`config.mk`:
```
export PLATFORM = sky130hd
export DESIGN_NAME = nmea_sentence_byte_parser_core
export DESIGN_NICKNAME = d
export VERILOG_FILES = /design/src/hw/rtl/nsp_pkg.sv /design/src/hw/rtl/nmea_sentence_byte_parser_core.sv /design/src/hw/rtl/nsp_step.sv
export SDC_FILE = /design/constraint.sdc
export NUM_CORES = 1
export LEC_CHECK = 0
export BUFFER_PORTS_ARGS = -buffer_cell sky130_fd_sc_hd__buf_2
export CAP_MARGIN = 40
export CORE_MARGIN = 3
export CORE_UTILIZATION = 45
export DETAILED_ROUTE_END_ITERATION = 16
export PLACE_DENSITY = 0.64
export SLEW_MARGIN = 30
export SYNTH_ARGS = -nofsm -noshare
export SYNTH_HDL_FRONTEND = slang
export SYNTH_SLANG_ARGS = --single-unit
```
`constraint.sdc`:
```
create_clock -name clk -period 2.3 [get_ports clk]
set_clock_uncertainty 0.05 [all_clocks]
set_input_delay 0.575 -clock clk [delete_from_list [all_inputs] [get_ports clk]]
set_output_delay 0.575 -clock clk [all_outputs]
set_load 0.005 [all_outputs]
```
`src/hw/rtl/nsp_pkg.sv`:
```
`timescale 1ns / 1ps
`default_nettype none
// ----------------------------------------------------------------------------
// nsp_pkg
// Shared types, character codes and result codes of the NMEA sentence parser.
// ----------------------------------------------------------------------------
package nsp_pkg;

    // sentence characters
    localparam logic [7:0] CHAR_DOLLAR = 8'h24;
    localparam logic [7:0] CHAR_STAR   = 8'h2A;
    localparam logic [7:0] CHAR_COMMA  = 8'h2C;
    localparam logic [7:0] CHAR_LF     = 8'h0A;
    localparam logic [7:0] CHAR_CR     = 8'h0D;
    localparam logic [7:0] CHAR_NINE   = 8'h39;
    localparam logic [7:0] CHAR_ZERO   = 8'h30;
    localparam logic [7:0] NUL_BYTE    = 8'h00;

    // hex digit conversion
    localparam logic [7:0]  CASE_MASK   = 8'hDF;
    localparam logic [31:0] ALPHA_BIAS  = 32'h0000_0037;
    localparam logic [31:0] DIGIT_BIAS  = 32'h0000_0030;

    // position limits
    localparam logic [5:0] FIELD_MAX    = 6'd63;
    localparam logic [6:0] POS_MAX      = 7'd127;
    localparam logic [6:0] TYPE_POS_LO  = 7'd3;
    localparam logic [6:0] TYPE_POS_MID = 7'd4;
    localparam logic [6:0] TYPE_POS_HI  = 7'd5;

    // sentence type letters, first letter in the low byte
    localparam logic [23:0] CODE_GGA = {8'h41, 8'h47, 8'h47};
    localparam logic [23:0] CODE_GSV = {8'h56, 8'h53, 8'h47};
    localparam logic [23:0] CODE_VTG = {8'h47, 8'h54, 8'h56};
    localparam logic [23:0] CODE_RMC = {8'h43, 8'h4D, 8'h52};
    localparam logic [23:0] CODE_GSA = {8'h41, 8'h53, 8'h47};

    // event codes
    localparam logic [2:0] EV_CHAR  = 3'd0;
    localparam logic [2:0] EV_START = 3'd1;
    localparam logic [2:0] EV_FIELD = 3'd2;
    localparam logic [2:0] EV_STAR  = 3'd3;
    localparam logic [2:0] EV_VERD  = 3'd4;
    localparam logic [2:0] EV_NL    = 3'd5;

    // sentence type codes
    localparam logic [2:0] STYPE_NONE = 3'd0;
    localparam logic [2:0] STYPE_GGA  = 3'd1;
    localparam logic [2:0] STYPE_GSV  = 3'd2;
    localparam logic [2:0] STYPE_VTG  = 3'd3;
    localparam logic [2:0] STYPE_RMC  = 3'd4;
    localparam logic [2:0] STYPE_GSA  = 3'd5;

    // handler codes
    localparam logic [1:0] HND_NONE = 2'd0;
    localparam logic [1:0] HND_GGA  = 2'd1;
    localparam logic [1:0] HND_VTG  = 2'd2;
    localparam logic [1:0] HND_RMC  = 2'd3;

    // parser state carried from word to word
    typedef struct packed {
        logic [7:0]  running_sum;
        logic        in_checksum_part;
        logic [5:0]  field_count;
        logic [6:0]  char_position;
        logic [23:0] type_letters;
        logic [31:0] hex_accumulator;
        logic        hex_stopped;
        logic [1:0]  current_handler;
        logic        verdict;
    } nsp_state_t;

    // one result word
    typedef struct packed {
        logic [2:0] event_res;
        logic [5:0] field_index;
        logic [2:0] sentence_type;
        logic [1:0] handler;
        logic       checksum_ok;
        logic [7:0] out_byte;
    } nsp_result_t;

    // value of one character as a hex digit, no range check
    function automatic logic [31:0] hex_digit(input logic [7:0] c);
        logic [31:0] v;
        if (c > CHAR_NINE)
        begin
            v = {24'd0, c & CASE_MASK} - ALPHA_BIAS;
        end
        else
        begin
            v = {24'd0, c} - DIGIT_BIAS;
        end
        return v;
    endfunction

endpackage
`default_nettype wire

```
`src/hw/rtl/nmea_sentence_byte_parser_core.sv`:
```
`timescale 1ns / 1ps
`default_nettype none
// ----------------------------------------------------------------------------
// nmea_sentence_byte_parser_core
// NMEA 0183 character parser with XOR checksum check and type detection.
// ----------------------------------------------------------------------------
// One ASCII character enters per word on the slave side and one result word
// leaves on the master side for each. The parser state is updated by a single
// level of logic as the word is taken, and the result sits in an output
// register; a new word can be taken every cycle as long as m_tready stays
// high. While a result waits for m_tready, s_tready is low and the next word
// is held off until that result is taken. '$' restarts a sentence, ',' ends
// a field, '*' opens the checksum section and '\r' compares the hex text
// after '*' with the running XOR; the verdict is in checksum_ok.
// ----------------------------------------------------------------------------
module nmea_sentence_byte_parser_core
    import nsp_pkg::*;
(
    input  wire logic        clk,
    input  wire logic        rst_n,
    // input character stream
    input  wire logic        s_tvalid,
    output logic             s_tready,
    input  wire logic [7:0]  s_tdata,   // [7:0] in_byte
    // result stream
    output logic             m_tvalid,
    input  wire logic        m_tready,
    output logic [23:0]      m_tdata,   // [5:0] field_index, [8:6] sentence_type,
                                        // [10:9] handler, [11] checksum_ok,
                                        // [19:12] out_byte, [23:20] zero
    output logic [2:0]       m_tuser    // [2:0] event_res
);

    nsp_state_t  state_reg;
    nsp_state_t  state_next;
    nsp_result_t step_res;
    nsp_result_t res_reg;
    logic        valid_reg;
    logic        s_accept;

    // word handshake
    assign s_tready = !valid_reg || m_tready;
    assign s_accept = s_tvalid && s_tready;

    // per-character logic
    nsp_step u_step (
        .in_byte   (s_tdata),
        .state_cur (state_reg),
        .state_nxt (state_next),
        .result    (step_res)
    );

    // parser state
    always_ff @(posedge clk or negedge rst_n)
    begin
        if (!rst_n)
        begin
            state_reg <= '0;
        end
        else if (s_accept)
        begin
            state_reg <= state_next;
        end
    end

    // output register valid
    always_ff @(posedge clk or negedge rst_n)
    begin
        if (!rst_n)
        begin
            valid_reg <= 1'b0;
        end
        else if (s_tready)
        begin
            valid_reg <= s_tvalid;
        end
    end

    // output payload
    always_ff @(posedge clk)
    begin
        if (s_accept)
        begin
            res_reg <= step_res;
        end
    end

    assign m_tvalid = valid_reg;
    assign m_tuser  = res_reg.event_res;
    assign m_tdata  = {4'd0, res_reg.out_byte, res_reg.checksum_ok, res_reg.handler,
                       res_reg.sentence_type, res_reg.field_index};

    // checks
    a_state_hold: assert property (@(posedge clk) disable iff (!rst_n)
        !s_accept |=> $stable(state_reg))
        else $error("parser state changed without an accepted word");

    a_handler_comma: assert property (@(posedge clk) disable iff (!rst_n)
        s_accept && step_res.event_res != EV_FIELD |=> $stable(state_reg.current_handler))
        else $error("handler changed outside a field end");

    a_start_verdict: assert property (@(posedge clk) disable iff (!rst_n)
        m_tvalid && m_tuser == EV_START |-> !res_reg.checksum_ok && res_reg.field_index == 6'd0)
        else $error("sentence start did not clear verdict and field index");

    a_type_field0: assert property (@(posedge clk) disable iff (!rst_n)
        m_tvalid && res_reg.sentence_type != STYPE_NONE |->
            m_tuser == EV_FIELD && res_reg.field_index == 6'd0)
        else $error("sentence type reported outside the end of field zero");

endmodule
`default_nettype wire

```
`src/hw/rtl/nsp_step.sv`:
```
`timescale 1ns / 1ps
`default_nettype none
// ----------------------------------------------------------------------------
// nsp_step
// Per-character next-state and result logic of the NMEA sentence parser.
// ----------------------------------------------------------------------------
module nsp_step
    import nsp_pkg::*;
(
    input  wire logic [7:0]  in_byte,
    input  wire nsp_state_t  state_cur,
    output nsp_state_t       state_nxt,
    output nsp_result_t      result
);

    // store one character into the field buffer
    function automatic nsp_state_t store_char(input nsp_state_t s, input logic [7:0] c);
        nsp_state_t r;
        r = s;
        if (s.char_position == TYPE_POS_LO)
        begin
            r.type_letters[7:0] = c;
        end
        else if (s.char_position == TYPE_POS_MID)
        begin
            r.type_letters[15:8] = c;
        end
        else if (s.char_position == TYPE_POS_HI)
        begin
            r.type_letters[23:16] = c;
        end
        if (s.char_position < POS_MAX)
        begin
            r.char_position = s.char_position + 7'd1;
        end
        if (!s.hex_stopped)
        begin
            if (c == NUL_BYTE)
            begin
                r.hex_stopped = 1'b1;
            end
            else
            begin
                r.hex_accumulator = {s.hex_accumulator[27:0], 4'h0} + hex_digit(c);
            end
        end
        return r;
    endfunction

    // empty the field buffer
    function automatic nsp_state_t clear_buf(input nsp_state_t s);
        nsp_state_t r;
        r = s;
        r.char_position   = '0;
        r.type_letters    = '0;
        r.hex_accumulator = '0;
        r.hex_stopped     = 1'b0;
        return r;
    endfunction

    // saturating field advance
    function automatic logic [5:0] field_inc(input logic [5:0] f);
        return (f < FIELD_MAX) ? f + 6'd1 : f;
    endfunction

    // sentence type lookup
    function automatic logic [2:0] match_type(input logic [23:0] t);
        logic [2:0] m;
        case (t)
            CODE_GGA: m = STYPE_GGA;
            CODE_GSV: m = STYPE_GSV;
            CODE_VTG: m = STYPE_VTG;
            CODE_RMC: m = STYPE_RMC;
            CODE_GSA: m = STYPE_GSA;
            default:  m = STYPE_NONE;
        endcase
        return m;
    endfunction

    // character decode and state update
    always_comb
    begin
        nsp_state_t s;
        logic [2:0] ev;
        logic [5:0] idx;
        logic [2:0] stype;
        s     = state_cur;
        ev    = EV_CHAR;
        idx   = state_cur.field_count;
        stype = STYPE_NONE;
        unique case (in_byte)
            CHAR_DOLLAR:
            begin
                s.running_sum      = '0;
                s.field_count      = '0;
                s.verdict          = 1'b0;
                s.in_checksum_part = 1'b0;
                s = clear_buf(s);
                s = store_char(s, in_byte);
                ev  = EV_START;
                idx = '0;
            end
            CHAR_STAR:
            begin
                s.in_checksum_part = 1'b1;
                s.field_count      = field_inc(state_cur.field_count);
                s = clear_buf(s);
                ev  = EV_STAR;
                idx = s.field_count;
            end
            CHAR_LF:
            begin
                ev = EV_NL;
            end
            CHAR_CR:
            begin
                s.verdict     = (state_cur.hex_accumulator == {24'd0, state_cur.running_sum});
                s.running_sum = '0;
                ev = EV_VERD;
            end
            CHAR_COMMA:
            begin
                s.running_sum = state_cur.running_sum ^ in_byte;
                if (state_cur.field_count == 6'd0)
                begin
                    stype = match_type(state_cur.type_letters);
                    if (stype == STYPE_GGA)
                    begin
                        s.current_handler = HND_GGA;
                    end
                    else if (stype == STYPE_VTG)
                    begin
                        s.current_handler = HND_VTG;
                    end
                    else if (stype == STYPE_RMC)
                    begin
                        s.current_handler = HND_RMC;
                    end
                end
                s.field_count = field_inc(state_cur.field_count);
                s = clear_buf(s);
                ev = EV_FIELD;
            end
            default:
            begin
                s = store_char(s, in_byte);
                if (!state_cur.in_checksum_part)
                begin
                    s.running_sum = state_cur.running_sum ^ in_byte;
                end
            end
        endcase
        state_nxt            = s;
        result.event_res     = ev;
        result.field_index   = idx;
        result.sentence_type = stype;
        result.handler       = s.current_handler;
        result.checksum_ok   = s.verdict;
        result.out_byte      = in_byte;
    end

endmodule
`default_nettype wire

```
==> results.sh <==
export IMPL_post_dp_hpwl_mm=15.5
export IMPL_setup_ws_ns=-0.950
export IMPL_coreArea_mm2=0.0147
export IMPL_status="complete, but fails checks"
export IMPL_io_pins=41
export IMPL_die_height_um=129
export IMPL_instances_no_fill=1140
export IMPL_layout_cells_most_common_list="buf_4, dfrtp_1, nand2_1, nor2_1, a21oi_1"
export IMPL_cts_buffer_depth=2
export IMPL_place_congestion=0.893
export IMPL_root_buffer="clkbuf_16"
export IMPL_finalCritPeriodShare=1.41
export IMPL_swShare=0.379
export IMPL_critPathSlowestCell="mux2_4"
export IMPL_ys_flop_type="dfrtp_1"
export IMPL_drc=0
export IMPL_worst_setup_path_type="in -> reg"
export IMPL_drtIter0Drc=452
export IMPL_area_growth_pct=43.8
export IMPL_p_clk_frac=0.170
export IMPL_violations="negative setup slack"
export IMPL_fillers=1074
export IMPL_grt_usage=0.258
export IMPL_grt_max_degree=35
export IMPL_post_place_cells=1102
export IMPL_clkTransAtPathRegs_ns=0.08
export IMPL_htree_num_levels=3
export IMPL_clk_latency_ns=0.36
export IMPL_start_kind="input port"
export IMPL_synthCells=719
export IMPL_r2r_start="state_reg[16]$_DFFE_PN0P_"
export IMPL_postRouteAntennaNets=0
export IMPL_vias=6597
export IMPL_syn_area_per_cell_um2=9.48
export IMPL_timing_fmax_mhz=308
export IMPL_endpoint="state_reg[21]$_DFFE_PN0P_"
export IMPL_cts_tree="built"
export IMPL_largest_reg_flops=82
export IMPL_crit_required_ns=2.55
export IMPL_path_cells="buf_6, ha_4, and3_4, a22oi_2, o22a_4, mux2_4, ha_4, a211oi_4, o211ai_2, buf_4, a31o_4, a21oi_4, o211a_1, mux2_4, nand3_2"
export IMPL_p_comb_frac=0.494
export IMPL_yosysSeqAreaShare=0.406
export IMPL_fin_crit_ns=3.25
export IMPL_startpoint="s_tdata[4]"
export IMPL_r2r_end="state_reg[35]$_DFFE_PN0P_"
export IMPL_p_per_area_mw_per_mm2=943
export IMPL_grt_pass1_wl_mm=34.0
export IMPL_yosysWarnings=0
export IMPL_cp_arrival_ns=3.50
export IMPL_rsz0062_at_grt="true"
export IMPL_hold_buffers=0
export IMPL_die_w_um=129
export IMPL_grt_ovfl_total=0
export IMPL_ys_types=75
export IMPL_wl_per_cell_um=18.5
export IMPL_synth_edf_count=23
export IMPL_worst_slew_pin_slew_ns=0.548
export IMPL_netlist_area_mm2=0.00681
export IMPL_power_frac_seq=0.336
export IMPL_wl_mm=21.1
export IMPL_nets=1009
export IMPL_hold_violations=0
export IMPL_holdCritPathClass="in -> async"
export IMPL_grt_pass1_vias=6789
export IMPL_r2r_cells=9
export IMPL_synth_seq_cells=106
export IMPL_p_switching_mw=3.50
export IMPL_placed_cell_area_mm2=0.00887
export IMPL_initial_utilization=0.463
export IMPL_cp_max_fo=4
export IMPL_p_leak_nw=4.31
export IMPL_port_buffers=36
export IMPL_ir_worst_vdd_mv=0.619
export IMPL_ys_async_sr_fraction=0.783
export IMPL_cp_end_kind="flop"
export IMPL_antenna_found_initial=0
export IMPL_slew_limit_headroom=0.631
export IMPL_maxCapViolations=0
export IMPL_post_route_cell_area_mm2=0.00980
export IMPL_p_int_mw=5.74
export IMPL_avgViaCountPerCell=5.79
export IMPL_cts_inserted_buffers=9
export IMPL_diodes=0
export IMPL_die_area_mm2=0.0167
export IMPL_final_setup_viol_count=27
export IMPL_first_pass_iters=5
export IMPL_drv_slew=0
export IMPL_cp_slowest_stage_delay_ns=0.36
export IMPL_layout_drive_gt1_share=0.410
export IMPL_final_common_cell="buf_4"
export IMPL_ff2ff_setup_slack_ns=-0.19
export IMPL_rows=44
export IMPL_clkSinkCount=106
-- synthesized netlist by cell type, types with 4 or more instances --
library cell / count / share of area
a211oi_1: 5 / 0.0055
nand3_1: 22 / 0.016
mux2_2: 28 / 0.046
nor3_1: 17 / 0.012
nor4_1: 8 / 0.0073
edfxtp_1: 23 / 0.10
a41oi_1: 4 / 0.0051
buf_4: 5 / 0.0055
and2_1: 5 / 0.0046
a211oi_2: 4 / 0.0073
clkbuf_1: 12 / 0.0066
nor2_1: 70 / 0.039
nand4_1: 12 / 0.011
dfrtp_1: 83 / 0.30
a21o_1: 11 / 0.012
o21ai_0: 35 / 0.026
o21bai_1: 5 / 0.0055
inv_1: 19 / 0.010
a31oi_1: 4 / 0.0037
o21ai_1: 4 / 0.0029
or3_1: 7 / 0.0064
a311oi_1: 4 / 0.0051
xor2_1: 19 / 0.024
a221oi_1: 6 / 0.0077
nand3b_1: 6 / 0.0066
and3_1: 15 / 0.014
o211ai_1: 5 / 0.0055
o21a_1: 7 / 0.0077
ha_1: 45 / 0.083
xnor2_1: 23 / 0.030
a21oi_1: 68 / 0.050
buf_2: 4 / 0.0029
nand2_1: 71 / 0.039
-- area by class of cell --
| class | count | area, um2 | share of cell area |
|---|---|---|---|
| tap | 184 | 230 | 0.0235 |
| timing repair buffer | 240 | 1880 | 0.192 |
| clock inverter | 6 | 57.6 | 0.00587 |
| inverter | 19 | 96.3 | 0.00983 |
| clock buffer | 10 | 239 | 0.0244 |
| sequential | 106 | 2770 | 0.283 |
| multi-input combinational | 575 | 4530 | 0.462 |
-- kinds of logic (layout without fill, tap and decap cells) --
family                     count (synthesis)  after routing  synth area share
and+or+nand+nor                          260            260             0.190
adders and majority gates                 46             46            0.0856
xor gates and xnor gates                  42             42            0.0540
muxes                                     31             31            0.0507
AOI/OAI and AO/OA                        192            192             0.186
buffers and inverters                     41            275            0.0272
other                                      1              4          0.000550
DFF                                      106            106             0.406
-- power groups by stage --
stage	registers, mW	logic [mW]	clock network [mW]
2_1_floorplan	2.96	2.51	0
6_report	3.10	4.56	1.57
3_5_place_dp	3.11	4.05	0
3_3_place_gp	3.08	3.89	0
5_1_grt	3.16	4.96	1.68
4_1_cts	3.08	4.32	1.60
-- worst max-delay path: cells and delay by family --
kind | cells | cell delay (ns)
buf+inv | 2 | 0.26
compound gates | 7 | 1.36
fa+ha+maj | 2 | 0.38
mux | 2 | 0.67
simple gates | 2 | 0.24
-- metal layers --
| metal | vias up | global-route usage | wire length (um) |
|---|---|---|---|
| met4 | 0 | 0.0871 | 584 |
| li1 | 3100 | - | - |
| met5 | - | 0 | 0 |
| met3 | 57 | 0.0495 | 1040 |
| met1 | 3237 | 0.327 | 8990 |
| met2 | 203 | 0.444 | 10500 |
-- worst min path at each step --
stage	start	to	slack [ns]	cells past startpoint
after floorplan	rst_n	m_tvalid$_DFFE_PN0N_	0.23	0
after global placement	state_reg[42]$_DFFE_PN0P_	state_reg[42]$_DFFE_PN0P_	0.43	1
final	rst_n	m_tvalid$_DFFE_PN0N_	0.10	1
after CTS	rst_n	m_tvalid$_DFFE_PN0N_	0.11	1
after global routing	rst_n	m_tvalid$_DFFE_PN0N_	0.12	1
after detailed placement	state_reg[58]$_DFFE_PN0P_	state_reg[58]$_DFFE_PN0P_	0.44	1
-- through the flow --
stage	hold slack (ns)	utilization	setup slack [ns]	total power, mW	setup TNS, ns
after floorplan	0.229	-	-1.30	5.47	-26.88
after global placement	0.432	0.604	-1.38	6.97	-43.85
after detailed placement	0.441	0.604	-1.47	7.15	-48.42
after CTS	0.111	0.649	-0.839	9.00	-16.24
after global routing	0.121	0.666	-1.03	9.80	-21.71
final	0.100	0.666	-0.950	9.24	-18.49
-- repair_timing --
item	CTS	global route
pin swaps	37	41
gates resized for setup	59	41
setup endpoints to repair	31	51
setup buffers	15	8
endpoints found under the hold margin	0	0
(Power assumes the default switching activity.)
